==> config.mk <==
export PLATFORM = sky130hd
export DESIGN_NAME = three_wire_serial_master
export DESIGN_NICKNAME = d
export VERILOG_FILES = /design/src/tws_pkg.sv /design/src/three_wire_serial_master.sv /design/src/tws_skid.sv
export SDC_FILE = /design/constraint.sdc
export NUM_CORES = 1
export LEC_CHECK = 0
export CORE_UTILIZATION = 40
export CTS_BUF_LIST = sky130_fd_sc_hd__clkbuf_8 sky130_fd_sc_hd__clkbuf_16
export CTS_CLUSTER_SIZE = 20
export DETAILED_ROUTE_END_ITERATION = 7
export DONT_BUFFER_PORTS = 1
export GPL_TIMING_DRIVEN = 1
export PLACE_DENSITY_LB_ADDON = 0.1
export SLEW_MARGIN = 5
export SYNTH_ARGS = -nofsm -noshare
export SYNTH_HDL_FRONTEND = slang
export SYNTH_SLANG_ARGS = --single-unit
==> constraint.sdc <==
create_clock -name clk -period 3.04 [get_ports clk]
set_clock_uncertainty 0.05 [all_clocks]
set_input_delay 0.304 -clock clk [delete_from_list [all_inputs] [get_ports clk]]
set_output_delay 0.304 -clock clk [all_outputs]
set_load 0.02 [all_outputs]
==> src/tws_pkg.sv <==
package tws_pkg;

  localparam logic [1:0] OP_TICK  = 2'd0;
  localparam logic [1:0] OP_WRITE = 2'd1;
  localparam logic [1:0] OP_READ  = 2'd2;

  localparam logic [5:0] HALVES_TOTAL    = 6'd32;
  localparam logic [5:0] READ_HALF_FIRST = 6'd16;

  typedef struct packed {
    logic [1:0] opcode;
    logic [7:0] command;
    logic [7:0] write_data;
    logic       io_in;
  } item_t;

  typedef struct packed {
    logic       chip_enable;
    logic       serial_clock;
    logic       io_out;
    logic       io_drive;
    logic       busy_res;
    logic       done_res;
    logic [7:0] read_value;
    logic       rejected;
  } result_t;

  function automatic logic [7:0] bcd_to_dec(input logic [7:0] b);
    logic [7:0] tens;
    tens = {4'd0, b[7:4]} * 8'd10;
    return tens + {4'd0, b[3:0]};
  endfunction

endpackage

==> src/three_wire_serial_master.sv <==
// Each accepted item's result is registered into the output buffer on acceptance.
// Throughput: one item per cycle while the output buffer is not full; the state
// register update for one half-bit and the result register form a single registered pass.
// A two-entry output buffer lets input continue while one result waits.
// Reset (synchronous, active high) clears all state and empties both output
// entries; the result fields are not cleared, but result_valid stays low.
module three_wire_serial_master (
  input  logic              clk,
  input  logic              rst,
  input  logic              item_valid,
  output logic              item_ready,
  input  tws_pkg::item_t    item,
  output logic              result_valid,
  input  logic              result_ready,
  output tws_pkg::result_t  result
);

  logic [5:0]  half_bit_count, half_bit_count_next;
  logic [15:0] out_shift, out_shift_next;
  logic [7:0]  in_shift, in_shift_next;
  logic        active, active_next;
  logic        is_read, is_read_next;
  logic [7:0]  last_value, last_value_next;

  logic             accept;
  logic             full;
  logic             done;
  logic             rej;
  logic [5:0]       last_half;
  tws_pkg::result_t res;

  assign item_ready = !full;
  assign accept     = item_valid && item_ready;

  always_comb begin
    half_bit_count_next = half_bit_count;
    out_shift_next      = out_shift;
    in_shift_next       = in_shift;
    active_next         = active;
    is_read_next        = is_read;
    last_value_next     = last_value;
    done                = 1'b0;
    rej                 = 1'b0;
    if (item.opcode == tws_pkg::OP_WRITE || item.opcode == tws_pkg::OP_READ) begin
      if (active) begin
        rej = 1'b1;
      end else begin
        active_next         = 1'b1;
        half_bit_count_next = 6'd0;
        in_shift_next       = 8'd0;
        if (item.opcode == tws_pkg::OP_READ) begin
          is_read_next   = 1'b1;
          out_shift_next = {8'd0, item.command[7:1], 1'b1};
        end else begin
          is_read_next   = 1'b0;
          out_shift_next = {item.write_data, item.command[7:1], 1'b0};
        end
      end
    end else if (item.opcode == tws_pkg::OP_TICK && active) begin
      if (half_bit_count >= tws_pkg::HALVES_TOTAL) begin
        active_next         = 1'b0;
        half_bit_count_next = 6'd0;
        done                = 1'b1;
        if (is_read) begin
          last_value_next = tws_pkg::bcd_to_dec(in_shift);
        end
      end else begin
        if (!half_bit_count[0] && half_bit_count != 6'd0) begin
          out_shift_next = {1'b0, out_shift[15:1]};
        end
        if (!half_bit_count[0] && is_read && half_bit_count >= tws_pkg::READ_HALF_FIRST) begin
          in_shift_next = {item.io_in, in_shift[7:1]};
        end
        half_bit_count_next = half_bit_count + 6'd1;
      end
    end
  end

  assign last_half = half_bit_count_next - 6'd1;

  always_comb begin
    res              = '0;
    res.busy_res     = active_next;
    res.done_res     = done;
    res.read_value   = last_value_next;
    res.rejected     = rej;
    if (active_next) begin
      res.chip_enable = 1'b1;
      if (half_bit_count_next != 6'd0) begin
        res.serial_clock = last_half[0];
        res.io_drive     = !(is_read_next && last_half >= tws_pkg::READ_HALF_FIRST);
      end else begin
        res.io_drive = 1'b1;
      end
      res.io_out = res.io_drive & out_shift_next[0];
    end
  end

  always_ff @(posedge clk) begin
    if (rst) begin
      half_bit_count <= 6'd0;
      out_shift      <= 16'd0;
      in_shift       <= 8'd0;
      active         <= 1'b0;
      is_read        <= 1'b0;
      last_value     <= 8'd0;
    end else if (accept) begin
      half_bit_count <= half_bit_count_next;
      out_shift      <= out_shift_next;
      in_shift       <= in_shift_next;
      active         <= active_next;
      is_read        <= is_read_next;
      last_value     <= last_value_next;
    end
  end

  tws_skid u_skid (
    .clk       (clk),
    .rst       (rst),
    .push      (accept),
    .push_data (res),
    .full      (full),
    .valid     (result_valid),
    .ready     (result_ready),
    .data      (result)
  );

  a_count_bound: assert property (@(posedge clk) disable iff (rst)
    half_bit_count <= tws_pkg::HALVES_TOTAL)
    else $error("Half-bit count ran past the end of the transaction.");

  a_idle_count_zero: assert property (@(posedge clk) disable iff (rst)
    !active |-> half_bit_count == 6'd0)
    else $error("Half-bit count nonzero while idle.");

  a_reject_holds: assert property (@(posedge clk) disable iff (rst)
    (accept && active && (item.opcode == tws_pkg::OP_WRITE ||
                          item.opcode == tws_pkg::OP_READ))
    |=> active && $stable(half_bit_count) && $stable(out_shift))
    else $error("Rejected start changed the transaction state.");

  a_end_on_tick: assert property (@(posedge clk) disable iff (rst)
    (active && !$past(rst) && !active_next && accept) |-> item.opcode == tws_pkg::OP_TICK)
    else $error("Transaction ended on an item that is not a tick.");

  a_write_keeps_value: assert property (@(posedge clk) disable iff (rst)
    (accept && active && !is_read) |=> $stable(last_value))
    else $error("Write transaction changed the read value.");

endmodule

==> src/tws_skid.sv <==
module tws_skid (
  input  logic              clk,
  input  logic              rst,
  input  logic              push,
  input  tws_pkg::result_t  push_data,
  output logic              full,
  output logic              valid,
  input  logic              ready,
  output tws_pkg::result_t  data
);

  logic             skid_valid;
  tws_pkg::result_t skid_data;

  assign full = skid_valid;

  always_ff @(posedge clk) begin
    if (rst) begin
      valid      <= 1'b0;
      skid_valid <= 1'b0;
    end else if (push) begin
      if (!valid || ready) begin
        data  <= push_data;
        valid <= 1'b1;
      end else begin
        skid_data  <= push_data;
        skid_valid <= 1'b1;
      end
    end else if (valid && ready) begin
      if (skid_valid) begin
        data       <= skid_data;
        skid_valid <= 1'b0;
      end else begin
        valid <= 1'b0;
      end
    end
  end

  a_skid_implies_out: assert property (@(posedge clk) disable iff (rst)
    skid_valid |-> valid)
    else $error("Skid entry held while the output register is empty.");

  a_no_push_when_full: assert property (@(posedge clk) disable iff (rst)
    (skid_valid && !ready) |=> skid_valid && $stable(skid_data))
    else $error("Skid entry lost while the output is stalled.");

  a_hold_stalled: assert property (@(posedge clk) disable iff (rst)
    (valid && !ready) |=> valid && $stable(data))
    else $error("Stalled result changed.");

endmodule
Word-level counts from Yosys, hierarchy flattened

Cells that the tools add are included.

Add/sub/neg operators: 3
Multipliers: 1
$lt $le $gt $ge: 3
Eq/ne operators: 7
Multiplexer cells: 45
Bitwise gates (word level): 3
Reductions and logical operators: 27

Operator list:

| operator            | number |
|---|---|
| $mux 16             | 6 |
| $mux 8              | 9 |
| $mux 15             | 4 |
| $mux 6              | 4 |
| $mux 1              | 21 |
| $ge 6x5->1 const B  | 2 |
| $reduce_bool 6->1   | 2 |
| $reduce_and 5->1    | 2 |
| $reduce_bool 2->1   | 5 |
| $add 8x4->8         | 1 |
| $ne 2x2->1 const B  | 4 |
| $logic_and 1x1->1   | 7 |
| $mul 4x3->7 const B | 1 |
| $add 6x1->6 const B | 1 |
| $ge 6x6->1 const B  | 1 |
| $reduce_and 3->1    | 2 |
| $sub 6x1->6 const B | 1 |
| $logic_not 1->1     | 4 |
| $mux 4              | 1 |
| $reduce_and 4->1    | 1 |
| $eq 2x1->1 const B  | 1 |
| $eq 2x2->1 const B  | 1 |
| $logic_not 2->1     | 1 |
| $logic_or 1x1->1    | 2 |
| 4 further kinds     | 5 |

Bits in registers: 72
Input bits: 23

Longest topological paths before layout

Gate-level depths: netlist of the first run.

Word-level depth: 14
Mapped depth: 9
Mapped depth without buffers: 9

Hierarchy

A second synthesis of the first run with hierarchy kept.

Cells, all modules: 365
Area, all modules: 3,682.3 µm²

Modules (own cells, without submodules):

| module                   | times used | cells an instance | area each (µm²) |
|---|---|---|---|
| three_wire_serial_master | 1          | 305               | 2,459.9 |
| tws_skid                 | 1          | 60                | 1,222.4 |

Least setup slack after synthesis of the first run

Ideal clock, no wire load.

Kind: register to register
Start point: register u_skid.skid_valid (netlist: u_skid.full)
End point: register u_skid.skid_data[0] in the netlist's numbering (enable)
Library setup time: 406 ps
Arrival: 2,016 ps
Path slack: 568 ps
Cell stages (with the launch flop): 5
Buffers on the path: 1
Cell sequence: dfxtp_1 > inv_1 > nand2_1 > clkbuf_1 > nor3b_1

Longest elaborated chain between the ends: 3

RTL lines:

| element                    | RTL line                       | RTL |
|---|---|---|
| start, declared            | tws_skid.sv:12                 | `logic skid_valid;` |
| start signal, assigned     | tws_skid.sv:20                 | `skid_valid <= 1'b0;` |
| start signal, assigned     | tws_skid.sv:27                 | `skid_valid <= 1'b1;` |
| start signal, assigned     | tws_skid.sv:32                 | `skid_valid <= 1'b0;` |
| $logic_not 1->1            | three_wire_serial_master.sv:32 | `assign item_ready = !full;` |
| via item_ready             | three_wire_serial_master.sv:11 | `output logic item_ready,` |
| $logic_and 1x1->1          | three_wire_serial_master.sv:33 | `assign accept = item_valid && item_ready;` |
| $reduce_and 3->1 (no line) | --                             |  |
| end signal, assigned       | tws_skid.sv:26                 | `skid_data <= push_data;` |
| end, declared              | tws_skid.sv:13                 | `tws_pkg::result_t skid_data;` |

The timed path passes the listed nets, and every way through them passes these cells.
A chain may end at the register's enable or synchronous reset.

Worst setup path after layout of the first run

Start point: register in_shift[7]
End point: register u_skid.data[7] in the netlist's numbering, data pin

Longest elaborated chain between the ends: 8

RTL lines:

| element                | RTL line                        | RTL |
|---|---|---|
| start, declared        | three_wire_serial_master.sv:20  | `logic [7:0] in_shift, in_shift_next;` |
| start signal, assigned | three_wire_serial_master.sv:110 | `in_shift <= in_shift_next;` |
| $mul 4x3->7            | tws_pkg.sv:30                   | `tens = {4'd0, b[7:4]} * 8'd10;` |
| $add 8x4->8            | tws_pkg.sv:31                   | `return tens + {4'd0, b[3:0]};` |
| $mux 8                 | three_wire_serial_master.sv:64  | `if (is_read) begin` |
| $mux 8                 | three_wire_serial_master.sv:60  | `if (half_bit_count >= tws_pkg::HALVES_TOTAL) begin` |
| $mux 8                 | three_wire_serial_master.sv:59  | `end else if (item.opcode == tws_pkg::OP_TICK && active) begin` |
| $mux 8                 | three_wire_serial_master.sv:44  | `if (item.opcode == tws_pkg::OP_WRITE \|\| item.opcode == tws_pkg::OP_READ) begin` |
| $mux 15                | tws_skid.sv:22                  | `if (!valid \|\| ready) begin` |
| $mux 15                | tws_skid.sv:21                  | `end else if (push) begin` |
| end signal, assigned   | tws_skid.sv:23                  | `data <= push_data;` |
| end signal, assigned   | tws_skid.sv:31                  | `data <= skid_data;` |
| end, declared          | tws_skid.sv:9                   | `output tws_pkg::result_t data` |

Every way passes these cells. The select of a mux whose other input is x is not followed.

==> qor.yml, run 1 <==
status: "completed"
setup_viol: 0
final_common_cell: "nor2_1"
hpwl_um: 4980
nNetsFinal: 411
vias_per_cell: 5.50
fin_total_pwr_w: 0.00206
die-area_um2: 9380
post-route-period-util_pct: 87.5
cts_tree: "built"
numClockSinks: 70
min_path_type: "primary input to flop"
path_clk_slew_ns: 0.09
synthArstFlopShare_pct: 0
synth_area_per_cell_um2: 9.57
synthCells: 376
ys_ff_latch: 70
start_kind: "flop"
relSlewSlack_pct: 57.3
layout_common_cells: "48 x nor2_1, 42 x dfxtp_1, 28 x edfxtp_1"
post_cts_buffers: 0
path_buf_inv: 2
path_class: "flop to flop"
worst_ep_required_time_ns: 3.07
htreeDepth: 3
synth_edf_count: 28
drtIter0Drc: 150
worstMarginPinSlew_ns: 0.639
core_area_um2: 8720
place_congestion: 0.844
syn-cell-area_um2: 3600
overflow: 0
grt_util_met1_pct: 25.4
peakVddDrop_uv: 243
power_leakage_nw: 1.44
drc_errors: 0
ys_types: 66
syn_to_final_growth_pct: 9.35
critPathArrivalTime_ns: 2.69
dpl_worst_slack_ns: 0.422
drt_pass1_iterations: 4
finalHoldViolCount: 0
syn_nets: 412
grt_pass1_vias: 2500
worstSkewPairLatency_ns: 0.34
cts_made_buffers: 9
diodes: 0
ys.flop_type: "dfxtp_1"
finalWirelength_um: 7440
cp-end-kind: "flop"
ant_nets: 0
start_util_pct: 41.3
place_area_um2: 3700
timing.final.crit_period_ns: 2.66
yosys_warnings: 0
fin_setup_tns_ns: 0
grt_max_degree: 50
fin_area_um2: 3940
slowest_delay_ns: 0.45
critical-path-top-delay-family: "adder cells"
maxCapViolCount: 0
power.density_nw_per_um2: 522
crit_path_top_delay_cell: "dfxtp_1"
cts_buffer_depth: 2
row_count: 34
grt_first_pass_wirelength_um: 12700
root_buffer: "clkbuf_8"
grt_use_total_pct: 16.8
antenna_found_initial: 0
slew_violations: 0
fmax_mhz: 376
cp_max_fo: 6
gr-usage-met3_pct: 3.83
portBuffers: 0
io_pins: 40
synth_seq_area_share_pct: 46.7
die_h_um: 96.9
cp_cell_sequence: "ha_1 > ha_1 > inv_1 > fa_1 > inv_1 > nand2_1 > o21a_1 > nor3_1 > o31ai_1"
avgRoutedWirePerCell_um: 15.3
vias: 2685
holdBufCountCts: 2
met2_usage_pct: 23.7
drive_gt1_share_pct: 11.6
post_cts_resized: 0
setup_slack_ns: 0.379
fp.dieW_um: 96.9
grt.busiest_layer: "met1"
rsz0062_at_grt: "false"
==> sequential cells by signal (all words and copies together) (netlist names) <==
signal	cells
is_read	1
last_value	8
u_skid.valid	1
u_skid.skid_data	14
in_shift	8
out_shift	16
u_skid.full	1
half_bit_count	6
active	1
u_skid.data	14
==> final timing paths <==
kind            startpoint             end  slack (ns)  depth (start not counted)
max            in_shift[7]  u_skid.data[7]        0.38                          9
min                    rst   last_value[6]        0.02                          1
max reg2reg    in_shift[7]  u_skid.data[7]        0.38                          9
min reg2reg  out_shift[15]   out_shift[15]        0.41                          2
==> cell usage after synthesis (9+ instances only) <==
master	n	area, um2
clkbuf_1	9	33.8
edfxtp_1	28	841
ha_1	11	138
a21oi_1	27	135
nor3_1	12	60.1
a211oi_1	9	67.6
o21ai_0	9	45.0
dfxtp_1	42	841
nor2_1	48	180
mux2i_1	10	100
a22oi_1	11	82.6
inv_1	24	90.1
nand2_1	24	90.1
==> stage by stage <==
step / utilization [%] / instances / hold slack (ns)
final: 45.1 / 488 / 0.0208
after global routing: 45.1 / 488 / 0.00957
after CTS: 45.1 / 488 / 0.0102
after detailed placement: 42.5 / 470 / 0.330
after global placement: 42.5 / 470 / 0.328
after floorplan: - / 376 / 0.354
==> where the power goes <==
group          switching (W)  internal, W  leakage, nW
logic               0.000135    0.0000859        0.731
registers          0.0000420      0.00102        0.609
clock network       0.000387     0.000389       0.0968
total               0.000564      0.00149         1.44
==> final cells by class <==
class / instances / area (um2)
fillers: 839 / 4780
clock inverters: 7 / 80.1
inverters: 25 / 93.8
clock buffers: 9 / 124
well taps: 108 / 135
multi-input cells: 255 / 1700
flip-flops and latches: 70 / 1680
repair buffers: 14 / 120
==> cells by family after synthesis <==
logic type	share of synthesized area [%]
compound gates	19.0
mux	3.09
buf+inv	6.50
fa+ha+maj	4.94
simple gates	18.7
flops	46.7
xor+xnor	0.973
==> worst reg2reg max path, stage by stage (launching register included) <==
cell     delay [ns]
dfxtp_1        0.45
ha_1           0.28
ha_1           0.21
inv_1          0.07
fa_1           0.42
inv_1          0.12
nand2_1        0.08
o21a_1         0.19
nor3_1         0.40
o31ai_1        0.12
==> metal layers <==
metal / vias to the layer above / routed length [um]
li1: 1363 / -
met1: 1265 / 3980
met2: 52 / 3150
met3: 5 / 254
met4: 0 / 66
met5: - / 0
(Power assumes the default switching activity.)
==> run 2, diff against run 1 <==
--- a/config.mk
+++ b/config.mk
@@ -7,2 +7,3 @@
 export LEC_CHECK = 0
+export ABC_AREA = 1
 export CORE_UTILIZATION = 40
==> constraint.sdc (replaced) <==
create_clock -name clk -period 3.04 [get_ports clk]
set_clock_uncertainty 0.05 [all_clocks]
set_input_delay 0.608 -clock clk [delete_from_list [all_inputs] [get_ports clk]]
set_output_delay 0.608 -clock clk [all_outputs]
set_load 0.02 [all_outputs]
==> run 2 against run 1 <==
Via count rose by 6.6%. Routed wire length rose by 4.4%. First-iteration DRC count fell by 11%. Design area fell by 1.6%. Die area fell by 0.44%. Highest routed layer unchanged.
==> qor.yml, run 2 <==
ys_types: 44  # -33%
drive_gt1_share_pct: 14.3  # +2.7 points
row_count: 34  # unchanged
worstSkewPairLatency_ns: 0.34  # about the same
yosys_warnings: 0  # unchanged
slew_violations: 0  # unchanged
grt_max_degree: 37  # -26%
syn-cell-area_um2: 3580  # -0.45%
cp-end-kind: "flop"
core_area_um2: 8680  # -0.49%
post-route-period-util_pct: 75.5  # -12 points
peakVddDrop_uv: 229  # -5.7%
root_buffer: "clkbuf_8"
holdBufCountCts: 0  # -2
grt_use_total_pct: 17.6  # +0.71 points
portBuffers: 0  # unchanged
layout_common_cells: "95 x nand2_1, 52 x a21oi_1, 42 x dfxtp_1"
drt_pass1_iterations: 4  # unchanged
rrSetupSlack_ns: 0.75  # +0.37 ns
diodes: 0  # unchanged
worst_ep_required_time_ns: 3.10  # +0.03 ns
start_util_pct: 41.3  # about the same
largest_reg_flops: 16  # unchanged
ant_nets: 0  # unchanged
place_congestion: 0.824  # -2.4%
grt_first_pass_wirelength_um: 13200  # +3.5%
cts_tree: "built"
setup_viol: 0  # unchanged
die-area_um2: 9340  # -0.44%
syn_nets: 466  # +13%
finalWirelength_um: 7770  # +4.4%
path_clk_slew_ns: 0.08  # about the same
yosys.area.top_type: "dfxtp_1"
post_cts_resized: 0  # unchanged
synth_top_area_share_pct: 23.5  # +0.11 points
fp.dieW_um: 96.7  # -0.22%
htreeDepth: 3  # unchanged
vias_per_cell: 5.29  # -3.8%
relSlewSlack_pct: 57.7  # +0.35 points
nNetsFinal: 464  # +13%
cts_buffer_depth: 2  # unchanged
power_leakage_nw: 1.54  # +7.2%
avgRoutedWirePerCell_um: 14.4  # -5.8%
cp_max_fo: 6  # unchanged
reg.largest.list: "out_shift: 16 flops, u_skid.data: 14 flops, u_skid.skid_data: 14 flops"
cts_made_buffers: 9  # unchanged
final_common_cell: "nand2_1"
status: "completed"
finalHoldViolCount: 0  # unchanged
largest_register: "out_shift"
ys_ff_latch: 70  # unchanged
vias: 2863  # +6.6%
layoutNonFillerInstCount: 541  # +11%
synth.area.top_cells: "dfxtp_1 23%, edfxtp_1 23%, nand2_1 10%, a21oi_1 7.3%, nand3_1 4.3%"
numClockSinks: 70  # unchanged
synth_area_per_cell_um2: 8.33  # -13%
fmax_mhz: 436  # +16%
die_h_um: 96.7  # -0.22%
path_class: "flop to flop"
dp.cells: 525  # +12%
hpwl_um: 5430  # +9.1%
synth_seq_area_share_pct: 46.9  # +0.21 points
critPathArrivalTime_ns: 2.35  # -0.34 ns
netlist_top_cells_count: "95 x nand2_1, 52 x a21oi_1, 42 x dfxtp_1, 32 x inv_1, 31 x nand3_1"
drc_errors: 0  # unchanged
power.density_nw_per_um2: 546  # +4.5%
synthCells: 430  # +14%
start_kind: "flop"
overflow: 0  # unchanged
antenna_found_initial: 0  # unchanged
grt_pass1_vias: 2738  # +9.5%
ys.flop_type: "dfxtp_1"
timing.final.crit_period_ns: 2.29  # -0.367 ns
maxCapViolCount: 0  # unchanged
worstMarginPinSlew_ns: 0.634  # -0.00460 ns
post-route-util_pct: 44.6  # -0.51 points
post_cts_buffers: 0  # unchanged
fin_setup_tns_ns: 0  # unchanged
rsz0062_at_grt: "false"
min_path_type: "primary input to flop"
synthArstFlopShare_pct: 0  # unchanged
synth_edf_count: 28  # unchanged
syn_to_final_growth_pct: 8.07
synth.most_common_cell: "nand2_1"
drtIter0Drc: 134  # -11%
io_pins: 40  # unchanged
[run 2: cell types whose count changed in the layout (fill, tap and decap cells not counted), moves of 10 or more]
cell	before	now
nand2_2	0	12
nand4_1	2	18
nand3_1	7	31
mux2i_1	10	0
inv_2	1	12
nor3_1	11	0
nor2_1	48	18
nand2_1	24	95
a21oi_1	27	52
a22oi_1	11	0
[run 2: worst max-delay path, cell delays in order (launching register included)]
cell	delay [ns]
dfxtp_1	0.38
ha_1	0.30
ha_1	0.16
inv_1	0.05
fa_1	0.37
xnor2_1	0.28
nand3_1	0.13
nand3_1	0.11
nand3_1	0.07
nand3b_1	0.11
nand2_1	0.05
[run 2: layout make-up]
| type | count | area, um2 |
|---|---|---|
| clock buffers | 9 | 124 |
| clock inverters | 7 | 90.1 |
| fillers | 888 | 4810 |
| inverters | 46 | 175 |
| multi-input cells | 296 | 1630 |
| flip-flops and latches | 70 | 1680 |
| well taps | 108 | 135 |
| repair buffers | 5 | 37.5 |
[run 2: power by group]
group          switching (W)  internal, W  total (W)
clock               0.000365     0.000458   0.000822
combinational       0.000162    0.0000656   0.000227
sequential         0.0000430      0.00102    0.00106
[run 2: logic make-up after synthesis]
kind of cell / count (synthesis) / share of synthesized area, %
AO/OA/AOI/OAI: 94 / 15.0
XOR/XNOR: 4 / 0.978
adder cells (fa/ha/maj): 13 / 4.96
buffers and inverters: 64 / 7.93
flip-flops: 70 / 46.9
AND/OR/NAND/NOR: 185 / 24.2
[run 2: per-layer routing]
| metal | global-route usage (%) | vias to the layer above | part of all wire [%] |
|---|---|---|---|
| li1 | - | 1456 | - |
| met1 | 23.9 | 1338 | 51 |
| met2 | 27.0 | 63 | 44 |
| met3 | 3.90 | 6 | 3.8 |
| met4 | 7.00 | 0 | 0.63 |
| met5 | 0 | - | 0 |
[run 2: worst paths after layout]
check,startpoint,end,depth (start not counted)
setup reg to reg,in_shift[7],u_skid.data[8],10
setup / recovery,in_shift[7],u_skid.data[8],10
hold reg to reg,last_value[6],last_value[6],2
hold / removal,rst,half_bit_count[4],1
[run 2: stage by stage]
step	hold slack (ns)	worst slack, ns	total power (W)	cell area (um2)
CTS	0.258	0.740	0.00214	3870
detailed placement	0.404	0.599	0.00131	3660
global placement	0.393	0.606	0.00131	3660
finish	0.276	0.746	0.00211	3870
global route	0.245	0.489	0.00221	3870
floorplan	0.391	0.476	0.00127	3580
==> run 3, diff against run 2 <==
clock period = 1.86 ns   (was 3.04 ns; I/O delays follow)
==> run 3 against run 2 <==
The flow now finishes with violations (negative setup slack). Maximum frequency up 12%. Sequential power up 64%. Clock power up 46%. Critical endpoint is now u_skid.data[6]. Highest routed layer unchanged.
==> qor.yml, run 3 (same netlist as run 2, synthesis figures left out) <==
path_clk_slew_ns: 0.08  # about the same
cts_made_buffers: 9  # unchanged
reg2reg_to: "u_skid.data[6]"
maxCapViolCount: 0  # unchanged
htreeDepth: 3  # unchanged
place_congestion: 0.803  # -2.6%
cp_max_fo: 3  # -3
nNetsFinal: 510  # +9.9%
finalWirelength_um: 8170  # +5.1%
min_from: "rst"
fill_cells: 831  # -6.4%
worstMarginPinSlew_ns: 0.482  # -0.152 ns
vias_per_cell: 5.14  # -2.8%
fin_setup_tns_ns: -1.12  # -1.12 ns
layout_common_cells: "93 x nand2_1, 49 x a21oi_1, 49 x buf_4"
r2r_start: "in_shift[7]"
hold_ws_ns: 0.0368  # -0.239 ns
setup_slack_ns: -0.191  # -0.938 ns
vias: 3019  # +5.4%
min_path_type: "primary input to flop"
die_h_um: 96.7  # unchanged
grt_max_degree: 30  # -19%
finalHoldViolCount: 0  # unchanged
numClockSinks: 70  # unchanged
power.density_nw_per_um2: 788  # +44%
largest_reg_flops: 16  # unchanged
hpwl_um: 5800  # +6.8%
post-route-period-util_pct: 110  # +35 points
worst_ep_required_time_ns: 1.90  # -1.20 ns
power_leakage_nw: 1.75  # +14%
violations: "negative setup slack"
diodes: 0  # unchanged
grt_pass1_vias: 2951  # +7.8%
final-seq-area_um2: 1690  # +0.67%
row_count: 34  # unchanged
core_area_um2: 8680  # unchanged
grt_use_total_pct: 18.6  # +1.0 points
peakVddDrop_uv: 371  # +62%
antenna_found_initial: 0  # unchanged
largest_register: "out_shift"
rrSetupSlack_ns: -0.19  # -0.94 ns
reg2reg_depth: 8  # -2
crit_path_end: "u_skid.data[6]"
cp-end-kind: "flop"
portBuffers: 0  # unchanged
ant_nets: 0  # unchanged
io_pins: 40  # unchanged
start_util_pct: 41.3  # unchanged
drt_pass1_iterations: 4  # unchanged
cts_buffer_depth: 2  # unchanged
drtIter0Drc: 131  # -2.2%
final_common_cell: "nand2_1"
multi_input_area_um2: 1740  # +6.8%
overflow: 0  # unchanged
fin_total_pwr_w: 0.00342  # +62%
avgRoutedWirePerCell_um: 13.9  # -3.1%
rsz0062_at_grt: "true"
drive_gt1_share_pct: 27.3  # +13 points
setup_viol: 9  # +9
slew_violations: 0  # unchanged
timing.final.crit_period_ns: 2.05  # -0.242 ns
root_buffer: "clkbuf_8"
syn_to_final_growth_pct: 21.2
start_kind: "flop"
dpl_worst_slack_ns: -0.235  # -0.834 ns
fmax_mhz: 487  # +12%
fp.dieW_um: 96.7  # unchanged
die-area_um2: 9340  # unchanged
status: "finished, violations left"
grt_first_pass_wirelength_um: 14000  # +6.2%
path_class: "flop to flop"
cts_tree: "built"
crit_start: "in_shift[7]"
relSlewSlack_pct: 67.8  # +10 points
holdBufCountCts: 0  # unchanged
drc_errors: 0  # unchanged
reg.largest.list: "out_shift: 16 flops, u_skid.data: 14 flops, u_skid.skid_data: 14 flops"
critPathArrivalTime_ns: 2.10  # -0.25 ns
worstSkewPairLatency_ns: 0.34  # about the same
run 3: cell count changes in the layout (fill, tap and decap cells not counted), sizes merged:
cell,before,now
inv,46,47
clkinv,4,1
clkinvlp,1,4
bufinv,2,1
buf,5,51
run 3: report_power, final:
part	switching (W)	internal, W
combinational	0.000289	0.000191
sequential	0.0000698	0.00167
clock	0.000594	0.000609
total	0.000953	0.00247
run 3: final cells by class:
type	count	area share [%]
repair buffers	51	9.39
clock buffers	9	2.85
flip-flops and latches	70	39.0
multi-input cells	296	40.1
inverters	46	4.03
clock inverters	7	1.56
well taps	108	3.11
run 3: per-layer routing:
layer | global-route usage [%] | routed length [um] | up-vias
met2 | 28.6 | 3700 | 58
met5 | 0 | 0 | -
met4 | 6.54 | 43 | 0
met1 | 26.0 | 4140 | 1404
met3 | 3.61 | 295 | 2
li1 | - | - | 1555
run 3: worst min path at each step:
stage	end	slack, ns	cells after the start
floorplan	last_value[6]	0.39	2
global placement	last_value[6]	0.39	2
finish	half_bit_count[2]	0.04	1
CTS	half_bit_count[2]	0.02	1
global route	last_value[7]	0.02	1
detailed placement	in_shift[7]	0.39	1
run 3: through the flow:
step	utilization, %	instances	area, um2
finish	50.0	587	4340
detailed placement	46.6	568	4050
global route	50.0	587	4340
floorplan	-	430	3630
global placement	46.6	568	4050
CTS	49.3	587	4280
run 3: timing repair:
item	in CTS	in global routing
setup endpoints to repair	10	13
pin swaps	7	3
resized for setup	3	17
buffers inserted	3	0
run 3: critical path, stage by stage, from the launching register on:
cell,delay [ns]
dfxtp_4,0.35
ha_4,0.26
ha_4,0.12
inv_2,0.03
fa_2,0.56
xor2_1,0.14
nand2_1,0.08
o211ai_1,0.12
nand2_1,0.08
